**config.mk**
```make
export PLATFORM = sky130hd
export DESIGN_NAME = page_first_fit_allocator_core
export DESIGN_NICKNAME = d
export VERILOG_FILES = /design/src/rtl/core/pffa_pkg.sv /design/src/rtl/core/pffa_cell.sv /design/src/rtl/core/page_first_fit_allocator_core.sv
export VERILOG_INCLUDE_DIRS = /design/src /design/src/rtl/core
export SDC_FILE = /design/constraint.sdc
export NUM_CORES = 2
export LEC_CHECK = 0
export BUFFER_PORTS_ARGS = -buffer_cell sky130_fd_sc_hd__buf_2
export CAP_MARGIN = 0
export CORE_MARGIN = 2
export CORE_UTILIZATION = 41
export DETAILED_ROUTE_END_ITERATION = 12
export SLEW_MARGIN = 20
export SYNTH_ARGS = -nofsm -noshare
export SYNTH_HDL_FRONTEND = slang
export SYNTH_SLANG_ARGS = --single-unit
export TNS_END_PERCENT = 50
```
**constraint.sdc**
```tcl
create_clock -name clk -period 6.9 [get_ports clk]
set_input_delay 0.69 -clock clk [delete_from_list [all_inputs] [get_ports clk]]
set_output_delay 0.69 -clock clk [all_outputs]
set_load 0.005 [all_outputs]
```
**src/rtl/core/page_first_fit_allocator_core_defines.svh**
```systemverilog
// Assertion macros for the page allocator core.
`ifndef PAGE_FIRST_FIT_ALLOCATOR_CORE_DEFINES_SVH
`define PAGE_FIRST_FIT_ALLOCATOR_CORE_DEFINES_SVH
`ifndef ASSERT_OFF
`define PFFA_ASSERT(lbl, prop) \
  lbl: assert property (@(posedge clk) disable iff (!rst_n) prop) else $error("pffa check failed");
`define PFFA_ASSERT_RST(lbl, prop) \
  lbl: assert property (@(posedge clk) prop) else $error("pffa reset check failed");
`else
`define PFFA_ASSERT(lbl, prop)
`define PFFA_ASSERT_RST(lbl, prop)
`endif
`endif

```
**src/rtl/core/pffa_pkg.sv**
```systemverilog
// Shared types and constants for the page allocator core.
package pffa_pkg;
  localparam int PAGE_BYTES_DEF = 4096;
  localparam int MAX_PAGES_DEF  = 256;
  localparam logic [6:0] HDR_RESET = 7'd24;

  localparam logic OP_ALLOC = 1'b0;
  localparam logic OP_FREE  = 1'b1;

  localparam logic [1:0] ST_OK      = 2'd0;
  localparam logic [1:0] ST_OOM     = 2'd1;
  localparam logic [1:0] ST_BADFREE = 2'd2;

  typedef struct packed {
    logic cs;
    logic used;
  } cell_t;

  typedef enum logic [4:0] {
    S_IDLE   = 5'b00001,
    S_SCAN   = 5'b00010,
    S_DECIDE = 5'b00100,
    S_APPLY  = 5'b01000,
    S_DONE   = 5'b10000
  } state_t;
endpackage

```
**src/rtl/core/pffa_cell.sv**
```systemverilog
// One page cell of the rotating page table.
module pffa_cell import pffa_pkg::*; (
  input  logic  clk,
  input  logic  rst_n,
  input  logic  shift_en,
  input  cell_t d,
  output cell_t q
);
  cell_t q_r;

  always_ff @(posedge clk) begin
    if (!rst_n) begin
      q_r <= '0;
    end else if (shift_en) begin
      q_r <= d;
    end
  end

  assign q = q_r;
endmodule

```
**src/rtl/core/page_first_fit_allocator_core.sv**
```systemverilog
// Top level of the page allocator core: controller and page cell ring.
// Usage: an allocate or free transaction enters on the in_ channel (valid/stall).
// The page table lives in a ring of MAX_PAGES cells that rotates one page per
// cycle past a single controller head while scanning or updating. Each
// transaction takes one full scan rotation, a decision step, then for a
// successful operation one update rotation; the result is then loaded into
// the output register once the output slot is free.
// in_stall is high while a transaction is in work; the next transaction is
// taken while a finished result still waits in the output register.
// The result is held in out_ registers until out_stall is low; a stalled
// result holds its payload, and the next result waits for the slot.
// cfg_we writes header_bytes; write only while idle.
// Synchronous reset clears all cells (empty heap, heap top zero) and sets
// header_bytes to 24; no clearing pass is needed.
`include "page_first_fit_allocator_core_defines.svh"
module page_first_fit_allocator_core import pffa_pkg::*; #(
  parameter int PAGE_BYTES = PAGE_BYTES_DEF,
  parameter int MAX_PAGES  = MAX_PAGES_DEF
) (
  input  logic        clk,
  input  logic        rst_n,
  input  logic        cfg_we,
  input  logic [6:0]  cfg_wdata,
  input  logic        in_valid,
  output logic        in_stall,
  input  logic        in_opcode,
  input  logic [20:0] in_request_bytes,
  input  logic [19:0] in_payload_offset,
  output logic        out_valid,
  input  logic        out_stall,
  output logic [19:0] out_result_offset,
  output logic [1:0]  out_status,
  output logic [8:0]  out_heap_pages_used
);
  localparam int LPB = $clog2(PAGE_BYTES);
  localparam int PW  = $clog2(MAX_PAGES);
  localparam int CW  = $clog2(MAX_PAGES + 1);
  localparam int OW  = (CW + LPB > 20) ? CW + LPB : 20;
  localparam logic [PW-1:0] LAST_IDX = PW'(MAX_PAGES - 1);
  localparam logic [CW-1:0] NPAGES   = CW'(MAX_PAGES);

  cell_t cq [MAX_PAGES];
  cell_t head, wb;
  logic  shift_en;

  for (genvar g = 0; g < MAX_PAGES; g++) begin : g_cell
    cell_t d;
    if (g == MAX_PAGES - 1) begin : g_tail
      assign d = wb;
    end else begin : g_mid
      assign d = cq[g+1];
    end
    pffa_cell u_cell (.clk(clk), .rst_n(rst_n), .shift_en(shift_en), .d(d), .q(cq[g]));
  end
  assign head = cq[0];

  state_t state_r, state_nxt;
  logic [6:0]    hdr_r;
  logic [CW-1:0] top_r;
  logic [PW-1:0] cnt_r;
  logic          op_r, big_r, inval_r;
  logic [CW-1:0] n_r;
  logic [PW-1:0] p_r;
  // alloc scan
  logic [PW-1:0] cur_s_r, fit_s_r;
  logic          cur_free_r, found_r;
  logic [CW-1:0] fit_len_r;
  // free scan
  logic [PW-1:0] prev_s_r;
  logic          prev_free_r, has_prev_r, csp_r, up_r, e_found_r, ue_r;
  logic [CW-1:0] e_r;
  // update pass
  logic [CW-1:0] lo_r, hi_r, a1_r, a2_r;
  logic          set_u_r, en1_r, v1_r, en2_r, v2_r;
  // result
  logic          out_valid_r;
  logic [19:0]   res_off_r, out_off_r;
  logic [1:0]    res_st_r, out_st_r;
  logic [8:0]    out_top_r;

  logic in_acc, out_acc, last_cyc;
  assign in_acc   = in_valid && !in_stall;
  assign out_acc  = out_valid_r && !out_stall;
  assign in_stall = (state_r != S_IDLE);
  assign last_cyc = (cnt_r == LAST_IDX);
  assign shift_en = (state_r == S_SCAN) || (state_r == S_APPLY);

  // request sizing and free address checks
  logic [21:0] total;
  logic [22:0] need_w, need_z;
  logic [19:0] q_off, pg;
  logic        bad_free;
  assign total  = {1'b0, in_request_bytes} + 22'(hdr_r);
  assign need_w = (23'(total) + 23'(PAGE_BYTES - 1)) >> LPB;
  assign need_z = (need_w == '0) ? 23'd1 : need_w;
  assign q_off  = in_payload_offset - 20'(hdr_r);
  assign pg     = q_off >> LPB;
  assign bad_free = (in_payload_offset < 20'(hdr_r)) || (q_off[LPB-1:0] != '0) ||
                    (32'(pg) >= 32'(top_r));

  // head position
  logic [CW-1:0] idx;
  logic          in_heap, bnd, at_top;
  assign idx     = CW'(cnt_r);
  assign in_heap = idx < top_r;
  assign bnd     = in_heap && ((cnt_r == '0) || head.cs);
  assign at_top  = (idx == top_r) && (top_r != '0);

  // chunk close checks for the alloc scan
  logic          close_a, ok_a, close_b, ok_b;
  logic [PW-1:0] s_b;
  logic          free_b;
  logic [CW-1:0] len_a, len_b;
  assign close_a = (bnd && (cnt_r != '0)) || at_top;
  assign len_a   = idx - CW'(cur_s_r);
  assign ok_a    = close_a && cur_free_r && (len_a >= n_r);
  assign s_b     = bnd ? cnt_r : cur_s_r;
  assign free_b  = bnd ? !head.used : cur_free_r;
  assign close_b = last_cyc && (top_r == NPAGES);
  assign len_b   = NPAGES - CW'(s_b);
  assign ok_b    = close_b && free_b && (len_b >= n_r);

  // update pass writeback
  always_comb begin
    wb = head;
    if (state_r == S_APPLY) begin
      if (idx >= lo_r && idx < hi_r) wb.used = set_u_r;
      if (en1_r && idx == a1_r) wb.cs = v1_r;
      if (en2_r && idx == a2_r) wb.cs = v2_r;
    end
  end

  // decision
  logic [CW-1:0] g_start;
  logic [CW:0]   g_end;
  logic [OW-1:0] off_w;
  logic [CW-1:0] st_sel;
  assign g_start = ((top_r != '0) && cur_free_r) ? CW'(cur_s_r) : top_r;
  assign g_end   = {1'b0, g_start} + {1'b0, n_r};
  assign st_sel  = found_r ? CW'(fit_s_r) : g_start;
  assign off_w   = (OW'(st_sel) << LPB) + OW'(hdr_r);

  always_comb begin
    state_nxt = state_r;
    case (state_r)
      S_IDLE:   if (in_acc) state_nxt = S_SCAN;
      S_SCAN:   if (last_cyc) state_nxt = S_DECIDE;
      S_DECIDE: begin
        if (op_r == OP_ALLOC) begin
          state_nxt = (big_r || (!found_r && g_end > (CW+1)'(MAX_PAGES))) ? S_DONE : S_APPLY;
        end else begin
          state_nxt = (inval_r || !csp_r || !up_r) ? S_DONE : S_APPLY;
        end
      end
      S_APPLY:  if (last_cyc) state_nxt = S_DONE;
      S_DONE:   if (!out_valid_r || !out_stall) state_nxt = S_IDLE;
      default:  state_nxt = S_IDLE;
    endcase
  end

  always_ff @(posedge clk) begin
    if (!rst_n) begin
      state_r     <= S_IDLE;
      hdr_r       <= HDR_RESET;
      top_r       <= '0;
      cnt_r       <= '0;
      out_valid_r <= 1'b0;
    end else begin
      state_r <= state_nxt;
      if (cfg_we) hdr_r <= cfg_wdata;
      if (shift_en) cnt_r <= last_cyc ? '0 : cnt_r + 1'b1;
      if (state_r == S_DECIDE && state_nxt == S_APPLY && op_r == OP_ALLOC && !found_r)
        top_r <= g_end[CW-1:0];
      if (state_r == S_DONE && state_nxt == S_IDLE) out_valid_r <= 1'b1;
      else if (out_acc) out_valid_r <= 1'b0;
    end
  end

  always_ff @(posedge clk) begin
    if (in_acc) begin
      op_r       <= in_opcode;
      big_r      <= need_z > 23'(MAX_PAGES);
      n_r        <= CW'(need_z);
      inval_r    <= bad_free;
      p_r        <= PW'(32'(pg));
      cur_s_r    <= '0;
      cur_free_r <= 1'b0;
      found_r    <= 1'b0;
      fit_s_r    <= '0;
      fit_len_r  <= '0;
      prev_s_r   <= '0;
      prev_free_r <= 1'b0;
      has_prev_r <= 1'b0;
      csp_r      <= 1'b0;
      up_r       <= 1'b0;
      e_found_r  <= 1'b0;
      ue_r       <= 1'b0;
      e_r        <= top_r;
    end
    if (state_r == S_SCAN) begin
      if (bnd) begin
        cur_s_r    <= cnt_r;
        cur_free_r <= !head.used;
      end
      if (!found_r) begin
        if (ok_a) begin
          found_r <= 1'b1; fit_s_r <= cur_s_r; fit_len_r <= len_a;
        end else if (ok_b) begin
          found_r <= 1'b1; fit_s_r <= s_b; fit_len_r <= len_b;
        end
      end
      if (bnd && cnt_r < p_r) begin
        prev_s_r <= cnt_r; prev_free_r <= !head.used; has_prev_r <= 1'b1;
      end
      if (cnt_r == p_r) begin
        csp_r <= head.cs; up_r <= head.used;
      end
      if (!e_found_r && cnt_r > p_r && in_heap && head.cs) begin
        e_found_r <= 1'b1; e_r <= idx; ue_r <= head.used;
      end
    end
    if (state_r == S_DECIDE) begin
      res_off_r <= 20'd0;
      en1_r     <= 1'b0;
      en2_r     <= 1'b0;
      if (op_r == OP_ALLOC) begin
        if (state_nxt == S_APPLY) begin
          res_st_r  <= ST_OK;
          res_off_r <= off_w[19:0];
          lo_r      <= st_sel;
          hi_r      <= st_sel + n_r;
          set_u_r   <= 1'b1;
          a1_r      <= st_sel;  v1_r <= 1'b1; en1_r <= !found_r;
          a2_r      <= st_sel + n_r; v2_r <= 1'b1; en2_r <= found_r && (fit_len_r > n_r);
        end else begin
          res_st_r <= ST_OOM;
        end
      end else begin
        res_st_r <= (state_nxt == S_APPLY) ? ST_OK : ST_BADFREE;
        lo_r     <= CW'(p_r);
        hi_r     <= e_r;
        set_u_r  <= 1'b0;
        a1_r     <= e_r;       v1_r <= 1'b0; en1_r <= (e_r < top_r) && !ue_r;
        a2_r     <= CW'(p_r);  v2_r <= 1'b0; en2_r <= has_prev_r && prev_free_r;
      end
    end
    if (state_r == S_DONE && state_nxt == S_IDLE) begin
      out_off_r <= res_off_r;
      out_st_r  <= res_st_r;
      out_top_r <= 9'(top_r);
    end
  end

  assign out_valid           = out_valid_r;
  assign out_result_offset   = out_off_r;
  assign out_status          = out_st_r;
  assign out_heap_pages_used = out_top_r;

  `PFFA_ASSERT_RST(a_top_mono, $past(rst_n) && rst_n |-> top_r >= $past(top_r))
  `PFFA_ASSERT(a_top_bound, top_r <= NPAGES)
  `PFFA_ASSERT(a_ring_aligned, (state_r == S_DECIDE || state_r == S_IDLE) |-> cnt_r == '0)
  `PFFA_ASSERT(a_result_held, out_valid_r && out_stall |=> out_valid_r && $stable(out_off_r))
endmodule
```
==> run metrics <==
outcome completed; Port-buffer cells 81; post-synthesis cell type count 72; Post-Place Worst Slack 1.70 ns; Routed Antenna Nets 0; RSZ-0062 raised after global routing no; DP HPWL 39.0 mm; fmax 0.189 GHz; first-pass GRT wire length 104 mm; Data required, critical path 7.39 ns; crit path DAT 5.78 ns; area used by multi-input combinational logic 0.0138 mm²; Post-Syn Area per Cell 8.83 µm²; Via density 4.93; Ys Warns 0; final clock skew 0.0191 ns; Hold WS 0.261 ns; via count 21.5k; hold-fix buffers at CTS 0; Setup Fix Bufs, Post-CTS 0; met3 usage 0.0276; CTS Sinks 686; largest family of logic cells by synthesized area simple AND/OR/NAND/NOR gates; simple-gate portion of the synthesized area 0.189; critical path launch point type flip-flop; die area 0.0749 mm²; Fin. Hold Viols 0; max-slew violations 0; DRC 0; DR WL/cell 14.4 µm; Peak supply drop 164 µV; Initial Util 0.416; Core Region 0.0717 mm²; TritonCTS clock tree done; Max Cap Viol 0; worst-skew pair later-pin latency 0.61 ns; Worst-Margin Slew 1.07 ns; die height 274 µm; xor/xnor share of the synthesized area 0.0217; Worst Hold Class input pin to flip-flop; setup TNS 0 ns; CTS H-tree lvls 3; post_cts resized 0; pwr dens 257 mW/mm²; Top FF cell, synth dfxtp_1; layout cells sized above 1 0.0758; adder-cell share of the synthesized area 0.0556; cell area after synthesis 0.0298 mm²; Global Route met1 Usage 0.231; # rows 98; vias in the first global route 20.0k; grt ovf 0; final WL 63.0 mm; Fill cells 6941; post-synthesis async set-or-reset flop share 0; final worst setup slack 1.60 ns; Final GP Congestion 0.911; Max clock buf depth 3; largest net degree at the start of global routing 259; synthesis-stage register bit count 686; DRT Pass-1 Iters 5; Lkg Pwr 12.1 nW; most frequent cells in the layout nand2_1, dfxtp_1, a21boi_0; IO Count 87; compound-gate portion of the synthesized area 0.182; area delta synth->final 12.3%; CP max FO 14; CTS Root Cell clkbuf_16; Final #Nets 3537; fin util 0.466; cells after synthesis 3376; post-route cell area 0.0335 mm²; crit path time final 5.30 ns; DR iter-0 viols 1428; final worst-path cycle share 0.768; number of flops mapped to enable cells by yosys 102; layer with the highest usage met2; GR Util All Layers 0.168; Worst Path Class, Setup flip-flop to flip-flop; Slew headroom 0.284; GRT met2 Usage 0.265; commonest non-fill, non-tap cell in the layout nand2_1; Ant. Diodes 0; Clock transition at path regs 0.06 ns; Die X 274 µm; register area share after synthesis 0.495; Area after DPL 0.0308 mm²; post-synthesis mux area share 0.0146; crit path capture type flip-flop; setup violators final 0; Register Area 0.0148 mm²; initial antenna violation count 1; CTS Buf Count 77
==> final timing paths <==
| path | slack (ns) | cells past startpoint | start | end |
|---|---|---|---|---|
| max | 1.60 | 20 | cnt_r[1] | fit_s_r[0] |
| min | 0.26 | 1 | in_opcode | op_r |
| max reg2reg | 1.60 | 20 | cnt_r[1] | fit_s_r[0] |
| min reg2reg | 0.41 | 0 | res_off_r[2] | out_result_offset[2] |
==> stage by stage <==
stage          instances  power [mW]
2_1_floorplan       3380        4.43
3_3_place_gp        4223        4.54
3_5_place_dp        4223        4.54
4_1_cts             4364        8.72
5_1_grt             4365        8.92
6_report            4365        8.58
==> state kept, by name (all words and copies together) (netlist names), 8 cells and up <==
signal / cells
top_r: 9
a2_r: 9
cur_s_r: 8
g_cell.u_cell.q: 512
lo_r: 9
out_heap_pages_used: 9
p_r: 8
a1_r: 9
n_r: 9
res_off_r: 15
e_r: 9
cnt_r: 8
hi_r: 9
out_result_offset: 15
fit_s_r: 8
fit_len_r: 9
==> metal layers <==
| layer | part of all wire | wire [µm] |
|---|---|---|
| met1 | 0.49 | 30800 |
| met2 | 0.45 | 28300 |
| met3 | 0.038 | 2380 |
| met4 | 0.024 | 1480 |
| met5 | 0 | 0 |
==> cells in the mapped netlist (9+ instances only) <==
cell / number / area (µm²)
nand2_1: 1103 / 4140
dfxtp_1: 584 / 11700
a21boi_0: 519 / 3900
clkbuf_1: 196 / 736
ha_1: 126 / 1580
inv_1: 113 / 424
edfxtp_1: 102 / 3060
o21ai_0: 73 / 365
nor2_1: 62 / 233
a21oi_1: 55 / 275
mux2i_1: 40 / 400
xnor2_1: 37 / 324
xor2_1: 37 / 324
a21o_1: 28 / 210
nor2b_1: 28 / 175
nor3_1: 26 / 130
nand3_1: 20 / 100
nand2b_1: 19 / 119
and2_1: 14 / 87.6
nor4_1: 14 / 87.6
and3_1: 13 / 81.3
nand4_1: 13 / 81.3
o21a_1: 9 / 67.6
==> where the power goes <==
part	internal [mW]	switching, mW	total (mW)	leakage [nW]
clock network	2.50	1.63	4.13	1.29
registers	4.07	0.0157	4.08	5.55
logic	0.131	0.238	0.369	5.25
==> worst max-delay path, cell delays in order (launching register included) <==
cell and delay, ns:
dfxtp_1 0.73, ha_1 0.37, nand2b_1 0.08, a21oi_1 0.06, o31a_1 0.33, or2_2 0.44, a21oi_1 0.28, ha_1 0.33
nand2_1 0.10, nor4_1 0.26, xnor2_1 0.11, o21ai_0 0.32, ha_1 0.24, nor4_1 0.06, nand3_1 0.07, a41oi_1 0.06
or4_4 0.56, a21oi_2 0.15, o21ai_2 0.10, and2_4 0.24, a211o_1 0.29
==> final cells by class <==
| cell class | instances | share of cell area |
|---|---|---|
| Clock buffer | 115 | 0.0698 |
| Clock inverter | 26 | 0.00815 |
| Inverter | 116 | 0.0130 |
| Multi-Input combinational cell | 2368 | 0.413 |
| Sequential cell | 686 | 0.441 |
| Tap cell | 950 | 0.0355 |
| Timing Repair Buffer | 104 | 0.0197 |
==> cell families after synthesis <==
| logic type | Yosys count |
|---|---|
| compound gates | 755 |
| xor+xnor | 74 |
| fa+ha+maj | 130 |
| buf+inv | 326 |
| flops | 686 |
| mux | 43 |
| other cells | 1 |
| simple gates | 1361 |
Power figures use the tool's default switching activity.
